<file path="config.mk">
export PLATFORM = sky130hd
export DESIGN_NAME = unique_key_fifo_unit
export DESIGN_NICKNAME = d
export VERILOG_FILES = /design/src/rtl/ukf_pkg.sv /design/src/rtl/ukf_ram.sv /design/src/rtl/unique_key_fifo_unit.sv
export SDC_FILE = /design/constraint.sdc
export NUM_CORES = 1
export LEC_CHECK = 0
export ABC_AREA = 1
export BUFFER_PORTS_ARGS = -buffer_cell sky130_fd_sc_hd__buf_2
export CAP_MARGIN = 40
export CORE_UTILIZATION = 40
export CTS_CLUSTER_DIAMETER = 200
export CTS_CLUSTER_SIZE = 24
export DETAILED_ROUTE_END_ITERATION = 6
export PLACE_DENSITY = 0.53
export REMOVE_ABC_BUFFERS = 1
export SLEW_MARGIN = 30
export SYNTH_ARGS = -nofsm -noshare
export SYNTH_HDL_FRONTEND = slang
export SYNTH_HIERARCHICAL = 1
export SYNTH_SLANG_ARGS = --single-unit
</file>
<file path="constraint.sdc">
create_clock -name i_clk -period 9.15 [get_ports i_clk]
set_input_delay 0.4575 -clock i_clk [delete_from_list [all_inputs] [get_ports i_clk]]
set_output_delay 0.4575 -clock i_clk [all_outputs]
set_load 0.02 [all_outputs]
</file>
<file path="src/rtl/ukf_pkg.sv">
// Shared types, constants and status codes of the unique-key FIFO.
`default_nettype none
package ukf_pkg;

    localparam int DEPTH      = 16;
    localparam int KEY_BITS   = 16;
    localparam int VALUE_BITS = 32;

    typedef enum logic [2:0] {
        ST_ENQ   = 3'd0,
        ST_DUP   = 3'd1,
        ST_FULL  = 3'd2,
        ST_DEQ   = 3'd3,
        ST_EMPTY = 3'd4
    } t_status;

    typedef enum logic [1:0] {
        S_IDLE,
        S_SEARCH,
        S_DEQ_RD,
        S_FINISH
    } t_state;

    typedef enum logic {
        REQ_ENQ = 1'b0,
        REQ_DEQ = 1'b1
    } t_req;

    typedef struct packed {
        t_req               req_type;
        logic [15:0]        in_key;
        logic signed [31:0] in_value;
    } t_in_item;

    typedef struct packed {
        t_status            status;
        logic [15:0]        out_key;
        logic signed [31:0] out_value;
        logic [4:0]         occupancy;
        logic               is_empty;
    } t_out_item;

endpackage
`default_nettype wire

</file>
<file path="src/rtl/ukf_ram.sv">
// Generic single-write, single-read RAM with registered read data.
`default_nettype none
module ukf_ram #(
    parameter int WIDTH = 8,
    parameter int DEPTH = 16
) (
    input  wire logic                     i_clk,
    input  wire logic                     i_we,
    input  wire logic [$clog2(DEPTH)-1:0] i_waddr,
    input  wire logic [WIDTH-1:0]         i_wdata,
    input  wire logic                     i_re,
    input  wire logic [$clog2(DEPTH)-1:0] i_raddr,
    output logic      [WIDTH-1:0]         o_rdata
);

    logic [WIDTH-1:0] r_mem [DEPTH];

    always_ff @(posedge i_clk) begin
        if (i_we) begin
            r_mem[i_waddr] <= i_wdata;
        end
        if (i_re) begin
            o_rdata <= r_mem[i_raddr];
        end
    end

endmodule
`default_nettype wire

</file>
<file path="src/rtl/unique_key_fifo_unit.sv">
// Sequence: an enqueue walks S_SEARCH over the stored entries before S_FINISH, a dequeue reads
// the head entry in S_DEQ_RD before S_FINISH, and any request to an empty queue goes straight to S_FINISH.
// No new request is taken until the result is registered, which S_FINISH holds off while the output
// stalls; the key search reads one stored entry per cycle through the single RAM read port.
// Reset: synchronous, active low; clears head, tail, count and the sequencer.
// Store contents are not cleared; only occupied slots are ever read.
`default_nettype none
module unique_key_fifo_unit #(
    parameter int DEPTH      = ukf_pkg::DEPTH,
    parameter int KEY_BITS   = ukf_pkg::KEY_BITS,
    parameter int VALUE_BITS = ukf_pkg::VALUE_BITS
) (
    input  wire logic             i_clk,
    input  wire logic             i_rst_n,
    input  wire logic             i_in_valid,
    output logic                  o_in_stall,
    input  wire ukf_pkg::t_in_item i_in,
    output logic                  o_out_valid,
    input  wire logic             i_out_stall,
    output ukf_pkg::t_out_item    o_out
);

    localparam int AW = $clog2(DEPTH);
    localparam int CW = $clog2(DEPTH + 1);
    localparam int WW = KEY_BITS + VALUE_BITS;

    ukf_pkg::t_state      r_state, n_state;
    logic [AW-1:0]        r_head, n_head;
    logic [AW-1:0]        r_tail, n_tail;
    logic [CW-1:0]        r_count, n_count;
    logic [AW-1:0]        r_ptr, n_ptr;
    logic [CW-1:0]        r_left, n_left;
    logic                 r_pend, n_pend;
    logic                 r_dup, n_dup;
    ukf_pkg::t_req        r_req, n_req;
    logic [KEY_BITS-1:0]  r_key, n_key;
    logic [VALUE_BITS-1:0] r_val, n_val;
    logic                 r_out_valid, n_out_valid;
    ukf_pkg::t_out_item   r_out, n_out;

    logic                 w_we;
    logic                 w_re;
    logic [AW-1:0]        w_raddr;
    logic [WW-1:0]        w_rdata;
    logic [KEY_BITS-1:0]  w_rd_key;
    logic signed [VALUE_BITS-1:0] w_rd_val;
    logic [63:0]          w_in_key_wide;
    logic [63:0]          w_in_val_wide;
    logic [63:0]          w_key_wide;
    logic [63:0]          w_val_wide;
    logic [31:0]          w_occ_wide;

    assign w_rd_key      = w_rdata[WW-1 -: KEY_BITS];
    assign w_rd_val      = w_rdata[VALUE_BITS-1:0];
    assign w_in_key_wide = 64'(i_in.in_key);
    assign w_in_val_wide = 64'($unsigned(i_in.in_value));
    assign w_key_wide    = 64'(w_rd_key);
    assign w_val_wide    = 64'(w_rd_val);
    assign w_occ_wide    = 32'(n_count);

    function automatic logic [AW-1:0] next_slot(input logic [AW-1:0] p);
        next_slot = (p == AW'(DEPTH - 1)) ? '0 : p + AW'(1);
    endfunction

    ukf_ram #(
        .WIDTH(WW),
        .DEPTH(DEPTH)
    ) u_ram (
        .i_clk  (i_clk),
        .i_we   (w_we),
        .i_waddr(r_tail),
        .i_wdata({r_key, r_val}),
        .i_re   (w_re),
        .i_raddr(w_raddr),
        .o_rdata(w_rdata)
    );

    always_ff @(posedge i_clk) begin
        if (!i_rst_n) begin
            r_state     <= ukf_pkg::S_IDLE;
            r_head      <= '0;
            r_tail      <= '0;
            r_count     <= '0;
            r_out_valid <= 1'b0;
            r_pend      <= 1'b0;
        end else begin
            r_state     <= n_state;
            r_head      <= n_head;
            r_tail      <= n_tail;
            r_count     <= n_count;
            r_out_valid <= n_out_valid;
            r_pend      <= n_pend;
        end
        r_ptr  <= n_ptr;
        r_left <= n_left;
        r_dup  <= n_dup;
        r_req  <= n_req;
        r_key  <= n_key;
        r_val  <= n_val;
        r_out  <= n_out;
    end

    always_comb begin
        n_state     = r_state;
        n_head      = r_head;
        n_tail      = r_tail;
        n_count     = r_count;
        n_ptr       = r_ptr;
        n_left      = r_left;
        n_pend      = r_pend;
        n_dup       = r_dup;
        n_req       = r_req;
        n_key       = r_key;
        n_val       = r_val;
        n_out       = r_out;
        n_out_valid = r_out_valid && i_out_stall;
        w_we        = 1'b0;
        w_re        = 1'b0;
        w_raddr     = r_head;
        o_in_stall  = (r_state != ukf_pkg::S_IDLE);

        unique case (r_state)
            ukf_pkg::S_IDLE: begin
                if (i_in_valid) begin
                    n_req  = i_in.req_type;
                    n_key  = w_in_key_wide[KEY_BITS-1:0];
                    n_val  = w_in_val_wide[VALUE_BITS-1:0];
                    n_dup  = 1'b0;
                    n_pend = 1'b0;
                    n_ptr  = r_head;
                    n_left = r_count;
                    if (r_count == '0) begin
                        n_state = ukf_pkg::S_FINISH;
                    end else if (i_in.req_type == ukf_pkg::REQ_ENQ) begin
                        n_state = ukf_pkg::S_SEARCH;
                    end else begin
                        n_state = ukf_pkg::S_DEQ_RD;
                    end
                end
            end
            ukf_pkg::S_SEARCH: begin
                w_raddr = r_ptr;
                n_dup   = r_dup || (r_pend && (w_rd_key == r_key));
                if (r_left != '0) begin
                    w_re   = 1'b1;
                    n_ptr  = next_slot(r_ptr);
                    n_left = r_left - CW'(1);
                    n_pend = 1'b1;
                end else begin
                    n_pend  = 1'b0;
                    n_state = ukf_pkg::S_FINISH;
                end
            end
            ukf_pkg::S_DEQ_RD: begin
                w_re    = 1'b1;
                n_state = ukf_pkg::S_FINISH;
            end
            ukf_pkg::S_FINISH: begin
                if (!r_out_valid || !i_out_stall) begin
                    n_out.out_key   = '0;
                    n_out.out_value = '0;
                    if (r_req == ukf_pkg::REQ_ENQ) begin
                        if (r_dup) begin
                            n_out.status = ukf_pkg::ST_DUP;
                        end else if (r_count == CW'(DEPTH)) begin
                            n_out.status = ukf_pkg::ST_FULL;
                        end else begin
                            w_we         = 1'b1;
                            n_tail       = next_slot(r_tail);
                            n_count      = r_count + CW'(1);
                            n_out.status = ukf_pkg::ST_ENQ;
                        end
                    end else if (r_count == '0) begin
                        n_out.status = ukf_pkg::ST_EMPTY;
                    end else begin
                        n_head          = next_slot(r_head);
                        n_count         = r_count - CW'(1);
                        n_out.status    = ukf_pkg::ST_DEQ;
                        n_out.out_key   = w_key_wide[15:0];
                        n_out.out_value = w_val_wide[31:0];
                    end
                    n_out.occupancy = w_occ_wide[4:0];
                    n_out.is_empty  = (n_count == '0);
                    n_out_valid     = 1'b1;
                    n_state         = ukf_pkg::S_IDLE;
                end
            end
            default: n_state = ukf_pkg::S_IDLE;
        endcase
    end

    assign o_out_valid = r_out_valid;
    assign o_out       = r_out;

endmodule
`default_nettype wire

</file>
== Word level (Yosys, flattened, before mapping) ==
Memories as Yosys holds them, arrays and structs flattened. A register that Yosys moved wholly into a read port is not among the register bits.
Cells that the tools add are included.
Widths: inputs -> output; s select.

* Flip-flop bits (word level): 133
* Latch bits: 0
* RAM bits: 768
* ROM bits: 0
* Input bits: 53
* Word-level logic and storage cells: 102
* Memories: 1

{| class="wikitable"
|+ Memories
! memory !! words !! bits a word !! read ports !! clocked after memory_dff !! wr ports !! RTL line !! source
|-
| u_ram.r_mem || 16 || 48 || 1 || 1 || 1 || ukf_ram.sv:16 || <nowiki>logic [WIDTH-1:0] r_mem [DEPTH];</nowiki>
|}

* $add $sub $neg: 6
* Multipliers: 0
* Divide/modulo/power cells: 0
* Order comparisons: 0
* Eq/ne operators: 12
* Shift-type cells: 0
* Muxes and demuxes: 42
* Bitwise operators: 4
* Reductions and logical operators: 20

{| class="wikitable"
|+ Operators with widths
! cell !! number
|-
| $mux 5 || 10
|-
| $mux 4 || 6
|-
| $eq 16x16->1 || 1
|-
| $mux 2 || 7
|-
| $add 4x1->4 const B || 3
|-
| $eq 4x4->1 const B || 3
|-
| $mux 1 || 11
|-
| $logic_not 5->1 || 2
|-
| $pmux 5 s2 || 1
|-
| $sub 5x1->5 const B || 2
|-
| $ne 2x2->1 const B || 4
|-
| $pmux 2 s4 || 1
|-
| $pmux 4 s2 || 1
|-
| $mux 3 || 2
|-
| $pmux 1 s2 || 3
|-
| $reduce_and 2->1 || 3
|-
| $reduce_and 3->1 || 2
|-
| $add 5x1->5 const B || 1
|-
| $eq 5x5->1 const B || 1
|-
| $reduce_and 5->1 || 1
|-
| $reduce_bool 5->1 || 1
|-
| $eq 2x2->1 const B || 2
|-
| $not 1->1 || 4
|-
| $reduce_and 4->1 || 1
|-
| other kinds (7) || 11
|}

== Longest topological paths before layout ==
Gate-level depths: netlist of the first run.

* Depth in word-level cells: 8
* Depth in mapped cells: 16
* Depth with buffers taken out: 12

== Cells and area by module ==
The synthesis of the first run kept the hierarchy.

{| class="wikitable"
|+ By module, submodules not included
! module !! instances !! cells an instance !! area an instance (µm²) !! sequential area each (µm²)
|-
| ukf_ram || 1 || 3165 || 34469.3 || 24503.5
|-
| unique_key_fifo_unit || 1 || 506 || 5589.1 || 3823.7
|}

== Worst setup path before layout of the first run ==
OpenSTA, ideal clock, no wires.

* Path type: input -> register
* From: input port i_out_stall
* To: memory u_ram/r_mem[10][0] (netlist name), enable pin
* Setup time: 0.454 ns
* Data arrival time: 3.898 ns
* Required time: 8.696 ns
* Setup slack: 4.799 ns
* Stages on the path: 7
* Path buffers: 0
* Path through: nand2_1 nand2_2 inv_2 nand3_2 inv_2 nand3b_1 nor2_1

* Word-level cells in the longest chain between the ends: 6

{| class="wikitable"
|+ Ends and longest elaborated chain
! what !! RTL line !! source
|-
| start, declared || unique_key_fifo_unit.sv:19 || <nowiki>input wire logic i_out_stall,</nowiki>
|-
| $logic_not 1->1 || unique_key_fifo_unit.sv:159 || <nowiki>if (!r_out_valid || !i_out_stall) begin</nowiki>
|-
| $logic_or 1x1->1 || unique_key_fifo_unit.sv:159 ||
|-
| $mux 1 || unique_key_fifo_unit.sv:159 ||
|-
| $mux 1 || unique_key_fifo_unit.sv:122 || <nowiki>unique case (r_state)</nowiki>
|-
| net w_we || unique_key_fifo_unit.sv:41 || <nowiki>logic w_we;</nowiki>
|-
| $mux 1 || ukf_ram.sv:19 || <nowiki>if (i_we) begin</nowiki>
|-
| $mux 1 (not written as such) || ukf_ram.sv:20 || <nowiki>r_mem[i_waddr] <= i_wdata;</nowiki>
|-
| end, declared || ukf_ram.sv:16 ||
|}

The timed path passes the listed nets, and every way through them passes these cells.

== Worst setup path after layout of the first run ==
* From: register r_state[1]
* To: register u_ram.o_rdata[21] (read register of u_ram.r_mem) (data pin)

* Word-level cells in the longest chain between the ends: 2
* Elaborated cells between the ends (all ways): 4
* Classes of those cells: 2 x eq/ne; 2 x mux

{| class="wikitable"
|+ Ends and longest elaborated chain
! what !! RTL line !! source
|-
| start, declared || unique_key_fifo_unit.sv:27 || <nowiki>ukf_pkg::t_state r_state, n_state;</nowiki>
|-
| start signal, assigned || unique_key_fifo_unit.sv:80 || <nowiki>r_state <= ukf_pkg::S_IDLE;</nowiki>
|-
| start signal, assigned || unique_key_fifo_unit.sv:87 || <nowiki>r_state <= n_state;</nowiki>
|-
| $eq 2x1->1 || unique_key_fifo_unit.sv:122 ||
|-
| $mux 4 || unique_key_fifo_unit.sv:122 ||
|-
| net w_raddr[0] || unique_key_fifo_unit.sv:43 || <nowiki>logic [AW-1:0] w_raddr;</nowiki>
|-
| end, declared || ukf_ram.sv:13 || <nowiki>output logic [WIDTH-1:0] o_rdata</nowiki>
|}

The timed path passes the listed nets, and every way through them passes these cells.
A chain may end at the register's enable or synchronous reset.

==> impl_metrics.yaml, run 1 <==
drt:
  ant_nets: 0
  drt_first_pass_iters: 5
  vias: 24600
  avgRoutedWirePerCell_microns: 19.2
  finalWirelength_mm: 97.3
  remaining_drc_errors: 0
  drt-vias-per-instance: 4.87
  drtIter0Drc: 1882
sta:
  post-route-period-util_pct: 53.2
  rsz0062_at_grt: "false"
  slew_viol_final: 0
  setup_tns_ns: 0
  tightest_slew_ns: 0.872
  fmax_ghz: 0.205
  final_hold_viol_count: 0
  clock_skew_ns: 0.0408
  worst_slack_ns: 4.28
  finalSetupViolCount: 0
  finalCriticalPeriod_ns: 4.87
  holdWs_ns: 0.0609
  max-slew-margin-rel_pct: 41.9
floorplan:
  core_area_sq_mm: 0.0989
  die_h_microns: 318
  rows: 115
  fp.dieW_microns: 318
  num_io_pins: 112
  start_util_pct: 40.5
  die-area_sq_mm: 0.101
synth:
  synthDistinctLibCells: 34
  ys_warn_count: 6
  synth_area_per_cell_sq_um: 10.9
  yosysSeqAreaShare_pct: 70.7
  ys_top_cells_by_area: "edfxtp_1 (70%), nand2_1 (10%), nand3_1 (7.4%)"
  synth.largest_area_cell: "edfxtp_1"
  synth_area_sq_mm: 0.0401
  synth_top_flop_cell: "edfxtp_1"
  synth_edf_count: 932
  netlist_instances: 3671
  ys_top_cells_by_count: "nand2_1 (1102), edfxtp_1 (932), inv_1 (667)"
  synth_most_common_cell: "nand2_1"
  async_reset_ff_share_pct: 0
  yosysTopAreaCellShare_pct: 69.9
  yosys_register_bits: 949
power:
  power.density_mw_per_mm2: 230
  ir_worst_vdd_mv: 0.156
  leakagePower_nw: 18.0
cells_and_area:
  syn_to_final_growth_pct: 9.33
  antenna_cells: 0
  nNetsFinal: 3824
  fillers: 9217
  drive_above_1_share_pct: 6.79
clock_network:
  clkSlewWorstSetupHoldPaths_ns: 0.11
  cts_tree: "built"
  cts_buffers: 45
  cts_root_buf: "clkbuf_16"
  postCtsResizedCells: 0
  clock_latency_ns: 0.65
  cts.sinks: 949
  cts_buffer_depth: 3
  postCtsHoldBufs: 46
  post-cts-setup-buffers: 0
  h-tree-depth: 2
grt:
  grt_start_max_net_pins: 210
  grt_usage_pct: 19.1
  grt_pass1_vias: 23500
  grt_overflow: 0
  antenna_found_initial: 1
  grt_pass1_wl_mm: 147
setup_path:
  slowest_delay_ns: 0.66
  crit_slowest_cell: "clkinv_8"
  crit_top_cell: "nand2_1"
  worstPathCellList: "inv_1, ha_1, clkinv_1, o21ai_4, buf_12, buf_16, clkinv_8, buf_12, buf_16, nand2_1, nand2_1, nand2_1, nand3_1, nand3_1, nand2_1"
  critPathLaunchType: "register"
  crit_path_max_fanout: 176
  critPathBufInv: 7
  path_depth: 15
  crit_family: "buffers and inverters"
  arrival_ns: 5.28
  critPathKind: "reg2reg"
  cp-end-kind: "register"
  crit_required_ns: 9.56
  reg2regPathDepth: 15
status:
  status: "complete, no violations"
placed_design:
  dp_slack_ns: 4.29
  place.gp.congestion: 0.726
  hpwl_mm: 48.9
  io_buffers: 111
worst_hold_path:
  hold_path.class: "in2reg"
  whs_path_depth: 1
run:
  cap_violations: 0
-- power breakdown --
| group | switching (mW) | leakage (nW) | internal [mW] |
|---|---|---|---|
| registers | 0.254 | 8.57 | 5.25 |
| logic | 1.64 | 8.79 | 0.691 |
| clock network | 1.33 | 0.589 | 0.908 |
-- final cells by class --
cell class | count | area (sq um) | area share [%]
sequential | 949 | 28300 | 64.7
timing repair buffer | 210 | 1810 | 4.12
multi-input combinational | 1882 | 8300 | 18.9
tap | 1287 | 1610 | 3.68
clock buffer | 52 | 1150 | 2.63
inverter | 673 | 2550 | 5.82
clock inverter | 4 | 53.8 | 0.123
-- metal layers --
metal / share of wire [%] / track usage, %
met2: 47 / 31.8
met3: 4.0 / 1.82
met5: 0.013 / 0
met1: 47 / 27.2
met4: 1.6 / 3.94
-- placed cells by master, fill, tap and decap left out, types with 24 or more instances in the layout --
cell type | Yosys | final
dlygate4sd3_1 | 0 | 46
buf_4 | 12 | 24
buf_2 | 82 | 111
nand3_1 | 596 | 596
inv_1 | 667 | 664
nand2_1 | 1102 | 1100
nor2_1 | 99 | 83
clkbuf_16 | 0 | 45
edfxtp_1 | 932 | 932
-- path summary, 6_finish.rpt --
kind | startpoint | endpoint | slack (ns)
setup / recovery | r_state[1]$_SDFFE_PN0P_ | u_ram/o_rdata[21]$_DFFE_PP_ | 4.28
hold / removal | i_in[2] | r_val[2]$_DFFE_PP_ | 0.06
setup reg to reg | r_state[1]$_SDFFE_PN0P_ | u_ram/o_rdata[21]$_DFFE_PP_ | 4.28
hold reg to reg | r_pend$_SDFFE_PN0P_ | r_pend$_SDFFE_PN0P_ | 0.50
-- worst reg2reg max path, delay by kind of cell (launching register included) --
kind	cells	cell delay [ns]
compound gates	1	0.30
fa+ha+maj	1	0.38
buf+inv	7	2.99
flops	1	0.35
simple gates	6	0.65
-- cells by family (layout without fill, tap and decap cells) --
family                   after synthesis  in the layout  synth area share (%)
XOR/XNOR                               9              9                 0.197
adder cells (fa/ha/maj)               10             10                 0.312
AO/OA/AOI/OAI                         45             45                 0.606
AND/OR/NAND/NOR                     1818           1818                  19.2
buffers and inverters                840            939                  8.99
flip-flops                           949            949                  70.7
-- flip-flops by register name, indices dropped and copies added (netlist names), 5 cells and up --
| name | flops |
|---|---|
| r_key | 16 |
| r_left | 5 |
| u_ram/o_rdata | 48 |
| u_ram/r_mem | 768 |
| r_count | 5 |
| r_val | 32 |
| o_out | 57 |
-- per-stage QoR --
| stage | instances | total power [mW] | util (%) | area [sq um] |
|---|---|---|---|---|
| after floorplan | 3504 | 7.52 | - | 39000 |
| after CTS | 5051 | 10.2 | 44.2 | 43700 |
| after detailed placement | 4949 | 7.93 | 42.5 | 42000 |
| final | 5057 | 10.1 | 44.3 | 43800 |
| after global placement | 4935 | 7.86 | 42.1 | 41600 |
| after global routing | 5057 | 10.6 | 44.3 | 43800 |
Power figures use the tool's default switching activity.
==> run 2, diff against run 1 <==
PLACE_DENSITY = 0.55   (was 0.53)
clock period = 4.3 ns   (was 9.15 ns; I/O delays follow)
==> run 2 against run 1 <==
First-iteration DRC count rose by 1.7%. Core utilization rose by 0.084 points. Clock power is 110% higher. Worst setup slack lost 3.6 ns. Critical path depth fell by 4. Clock skew increased by 0.0051 ns. Clock-buffer cell count unchanged. Register-to-register slack worse by 3.6 ns. Sequential share of layout area down 0.12 points. Final area increased by 0.19%. Worst hold slack improved by 0.21 ns. Critical path type unchanged.
==> impl_metrics.yaml, run 2 (synthesis gave the netlist of run 1 again) <==
status:
  status: "complete, no violations"
sta:
  rsz0062_at_grt: "false"
  clock_skew_ns: 0.0458
  post-route-period-util_pct: 83.8
  slew_viol_final: 0
  finalSetupViolCount: 0
  worst_slack_ns: 0.697
  finalCriticalPeriod_ns: 3.60
  max-slew-margin-rel_pct: 46.6
  holdWs_ns: 0.274
  setup_tns_ns: 0
  final_hold_viol_count: 0
  tightest_slew_ns: 0.800
  fmax_ghz: 0.278
setup_path:
  crit_path_max_fanout: 127
  cp-end-kind: "register"
  critPathLaunchType: "register"
  slowest_delay_ns: 0.50
  worstPathCellList: "inv_1, ha_1, clkinv_1, o21ai_4, buf_12, buf_16, nand2_1, nand3_1, nand3_1, nand3_1, nand2_1"
  arrival_ns: 4.01
  critPathBufInv: 4
  crit_slowest_cell: "clkinv_1"
  crit_top_cell: "nand3_1"
  crit_family: "buffers and inverters"
  critPathKind: "reg2reg"
  crit_required_ns: 4.70
drt:
  drtIter0Drc: 1914
  drt_first_pass_iters: 5
  finalWirelength_mm: 97.9
  remaining_drc_errors: 0
  drt-vias-per-instance: 4.91
  vias: 24900
  avgRoutedWirePerCell_microns: 19.3
  ant_nets: 0
grt:
  grt_pass1_wl_mm: 148
  antenna_found_initial: 0
  grt_pass1_vias: 23500
  grt_start_max_net_pins: 200
  grt_usage_pct: 19.2
  grt_overflow: 0
floorplan:
  core_area_sq_mm: 0.0989
  rows: 115
  start_util_pct: 40.5
  die-area_sq_mm: 0.101
  num_io_pins: 112
  fp.dieW_microns: 318
  die_h_microns: 318
clock_network:
  postCtsResizedCells: 0
  cts.sinks: 949
  cts_tree: "built"
  h-tree-depth: 2
  cts_buffers: 45
  clock_latency_ns: 0.65
  cts_buffer_depth: 3
  clkSlewWorstSetupHoldPaths_ns: 0.10
  cts_root_buf: "clkbuf_16"
placed_design:
  place.gp.congestion: 0.770
  io_buffers: 111
  dp_slack_ns: 0.791
  placed_area_sq_mm: 0.0421
  dp.cells: 4966
  hpwl_mm: 50.3
cells_and_area:
  design_area_sq_mm: 0.0439
  nNetsFinal: 3843
  largest_reg_flops: 768
  syn_to_final_growth_pct: 9.54
  drive_above_1_share_pct: 7.10
  final_cells: 5075
  antenna_cells: 0
  final_common_cell: "nand2_1"
  final_cell_mix: "nand2_1 (1100), edfxtp_1 (932), inv_1 (664)"
  fillers: 9155
  top_register: "u_ram/r_mem"
worst_hold_path:
  hold_path.class: "in2reg"
run:
  cap_violations: 0
power:
  ir_worst_vdd_mv: 0.331
  power.density_mw_per_mm2: 491
  leakagePower_nw: 18.0
run 2: cell types whose count changed in the layout (fill, tap and decap cells not counted), sizes merged:
cell / before / now
buf: 164 / 177
dlygate4sd3: 46 / 52
inv: 671 / 669
clkinv: 6 / 7
run 2: per-stage QoR:
stage	util, %	power [mW]
after CTS	44.3	21.8
after floorplan	-	15.3
after detailed placement	42.6	17.0
after global routing	44.4	22.6
final	44.4	21.5
after global placement	42.5	16.9
run 2: layer usage:
| layer | share of wire (%) | GRT usage [%] | vias to the layer above |
|---|---|---|---|
| met5 | 0 | 0 | - |
| met4 | 1.6 | 3.69 | 0 |
| met3 | 4.5 | 2.03 | 103 |
| met2 | 48 | 32.5 | 551 |
| met1 | 46 | 26.7 | 12200 |
| li1 | - | - | 12100 |
run 2: final timing paths:
| check | startpoint | end | slack [ns] | cells past startpoint |
|---|---|---|---|---|
| max | r_state[1]$_SDFFE_PN0P_ | u_ram/o_rdata[28]$_DFFE_PP_ | 0.70 | 11 |
| min reg2reg | r_pend$_SDFFE_PN0P_ | r_pend$_SDFFE_PN0P_ | 0.49 | 2 |
| min | i_in[9] | r_val[9]$_DFFE_PP_ | 0.27 | 2 |
| max reg2reg | r_state[1]$_SDFFE_PN0P_ | u_ram/o_rdata[28]$_DFFE_PP_ | 0.70 | 11 |
run 2: layout make-up:
cell class              count  area [sq um]  share of cell area (%)
multi-input cells        1882          8300                    18.9
well taps                1287          1610                    3.67
clock inverters             3          55.1                   0.125
inverters                 673          2550                    5.81
repair buffers            229          1870                    4.25
flip-flops and latches    949         28300                    64.6
clock buffers              52          1170                    2.67
run 2: power breakdown:
group	switching [mW]	internal, mW	leakage, nW	total (mW)
Combinational	3.50	1.49	8.85	4.99
Clock	2.85	1.96	0.597	4.81
Sequential	0.567	11.2	8.57	11.7
Total	6.92	14.6	18.0	21.5
run 2: timing repair:
item,in CTS,in global routing
hold buffers,52,0
endpoints found under the hold margin,55,0
buffers inserted,0,0
run 2: worst reg2reg max path, cell delays in order (launching register included):
cell and delay [ns]:
dfxtp_1 0.35, inv_1 0.09, ha_1 0.39, clkinv_1 0.50
o21ai_4 0.49, buf_12 0.37, buf_16 0.43, nand2_1 0.31
nand3_1 0.11, nand3_1 0.10, nand3_1 0.17, nand2_1 0.07
==> run 3, diff against run 2 <==
PLACE_DENSITY = 0.53   (was 0.55)
clock period = 3.6 ns   (was 4.3 ns; I/O delays follow)
==> run 3 against run 2 <==
Critical path depth grew 2. Clock-buffer cell count unchanged. Register-to-register slack gained 0.10 ns. Critical path type unchanged. Combinational power grew 20%. Die area unchanged. Sequential power rose by 20%. Worst setup slack improved by 0.10 ns. First-iteration DRC count increased by 10%. Final area increased by 0.28%. Critical endpoint is now u_ram/o_rdata[35]$_DFFE_PP_. Power is 20% higher.
==> impl_metrics.yaml, run 3 (synthesis gave the netlist of run 1 again) <==
status:
  status: "complete, no violations"
power:
  power_frac_comb_pct: 23.2
  power.density_mw_per_mm2: 587
  p_clk_share_pct: 22.5
  ir_worst_vdd_mv: 0.438
  netSwitchingFraction_pct: 32.5
  power_switching_mw: 8.38
  internal-power_mw: 17.4
  power_frac_seq_pct: 54.4
  leakagePower_nw: 18.1
clock_network:
  cts_tree: "built"
  cts_buffer_depth: 3
  cts_root_buf: "clkbuf_16"
  clock_latency_ns: 0.65
  post-cts-setup-buffers: 0
  h-tree-depth: 2
  clkSlewWorstSetupHoldPaths_ns: 0.10
  postCtsResizedCells: 0
  cts.sinks: 949
  cts_buffers: 45
sta:
  post-route-period-util_pct: 77.8
  slew_viol_final: 0
  finalSetupViolCount: 0
  clock_skew_ns: 0.0284
  fmax_ghz: 0.357
  rsz0062_at_grt: "false"
  final_hold_viol_count: 0
  tightest_slew_ns: 0.744
  max-slew-margin-rel_pct: 50.4
  finalCriticalPeriod_ns: 2.80
grt:
  grt_pass1_wl_mm: 151
  antenna_found_initial: 1
  grt_start_max_net_pins: 133
  grt_usage_pct: 19.7
  grt_overflow: 0
  grt_pass1_vias: 24000
placed_design:
  place.gp.congestion: 0.754
  hpwl_mm: 52.1
  io_buffers: 111
  placed_area_sq_mm: 0.0423
cells_and_area:
  syn_to_final_growth_pct: 9.84
  largest_reg_flops: 768
  regArea_sq_mm: 0.0283
  final_util_pct: 44.5
  drive_above_1_share_pct: 7.15
  design_area_sq_mm: 0.0440
  top_register: "u_ram/r_mem"
  final_cell_mix: "nand2_1 (1100), edfxtp_1 (932), inv_1 (664)"
  fillers: 9150
  multi_input_area_sq_mm: 0.00830
  antenna_cells: 0
  final_common_cell: "nand2_1"
  nNetsFinal: 3844
run:
  cap_violations: 0
setup_path:
  r2r_slack_ns: 0.80
  path_depth: 13
  cp-end-kind: "register"
  crit_required_ns: 4.00
  reg2reg_from: "r_state[1]$_SDFFE_PN0P_"
  worstPathCellList: "inv_1, ha_1, clkinv_1, buf_4, nand2_1, o21ai_4, clkinv_8, buf_12, nand2_1, nand3_1, nand3_1, nand3_1, nand2_1"
  arrival_ns: 3.20
  reg2reg_to: "u_ram/o_rdata[35]$_DFFE_PP_"
  reg2regPathDepth: 13
  crit_path_end: "u_ram/o_rdata[35]$_DFFE_PP_"
  critPathKind: "reg2reg"
  crit_family: "buffers and inverters"
  crit_start: "r_state[1]$_SDFFE_PN0P_"
  crit_slowest_cell: "buf_12"
  slowest_delay_ns: 0.50
  crit_path_max_fanout: 129
  critPathBufInv: 5
  critPathLaunchType: "register"
floorplan:
  fp.dieW_microns: 318
  rows: 115
  num_io_pins: 112
  die-area_sq_mm: 0.101
  core_area_sq_mm: 0.0989
  start_util_pct: 40.5
  die_h_microns: 318
drt:
  remaining_drc_errors: 0
  finalWirelength_mm: 100
  drtIter0Drc: 2105
  avgRoutedWirePerCell_microns: 19.7
  vias: 24800
  drt-vias-per-instance: 4.88
  ant_nets: 0
  drt_first_pass_iters: 5
worst_hold_path:
  whs_path_depth: 2
  hold_path.class: "in2reg"
==> run 3: worst min-delay path by stage <==
stage	start	endpoint
floorplan	i_in[32]	r_key[0]$_DFFE_PP_
global placement	i_in[47]	r_key[15]$_DFFE_PP_
detailed placement	i_in[8]	r_val[8]$_DFFE_PP_
CTS	i_in[9]	r_val[9]$_DFFE_PP_
global route	i_in[9]	r_val[9]$_DFFE_PP_
finish	i_in[9]	r_val[9]$_DFFE_PP_
==> run 3: metrics by stage <==
stage | hold slack [ns] | power (mW) | worst slack [ns] | std cells | TNS (ns)
floorplan | 0.279 | 17.9 | -32.08 | 3504 | -2099.55
global placement | 0.358 | 20.3 | 0.836 | 4969 | 0
detailed placement | 0.358 | 20.3 | 0.811 | 4969 | 0
CTS | 0.165 | 26.2 | 0.773 | 5077 | 0
global route | 0.193 | 27.2 | 0.553 | 5077 | 0
finish | 0.231 | 25.8 | 0.798 | 5077 | 0
==> run 3: area by class of cell <==
class                           instances  area share (%)
Sequential cell                       949            64.4
Inverter                              673            5.80
Tap cell                             1287            3.66
Timing Repair Buffer                  230            4.54
Clock buffer                           52            2.67
Multi-Input combinational cell       1882            18.9
Clock inverter                          4           0.105
==> run 3: power by group through the flow <==
stage	Clock (mW)	Combinational [mW]	Sequential, mW
after floorplan	0	3.86	14.0
after global placement	0	6.00	14.3
after detailed placement	0	6.02	14.3
after CTS	6.01	6.08	14.1
after global routing	6.35	6.69	14.1
final	5.80	5.98	14.0
==> run 3: what timing repair did <==
item,CTS,global route
endpoints found under the hold margin,56,0
endpoints found under the setup margin,0,0
hold buffers,52,0
==> run 3: per-layer routing <==
metal / global-route usage, % / routed length (microns) / vias up
li1: - / - / 12100
met1: 28.0 / 46700 / 12100
met2: 32.5 / 47100 / 556
met3: 1.98 / 4450 / 99
met4: 4.38 / 1810 / 0
met5: 0 / 0 / -
==> run 3: worst register-to-register path, cell delays in order, from the launching register on <==
cell	delay (ns)
dfxtp_1	0.35
inv_1	0.08
ha_1	0.19
clkinv_1	0.14
buf_4	0.22
nand2_1	0.14
o21ai_4	0.14
clkinv_8	0.18
buf_12	0.50
nand2_1	0.26
nand3_1	0.11
nand3_1	0.08
nand3_1	0.13
nand2_1	0.06
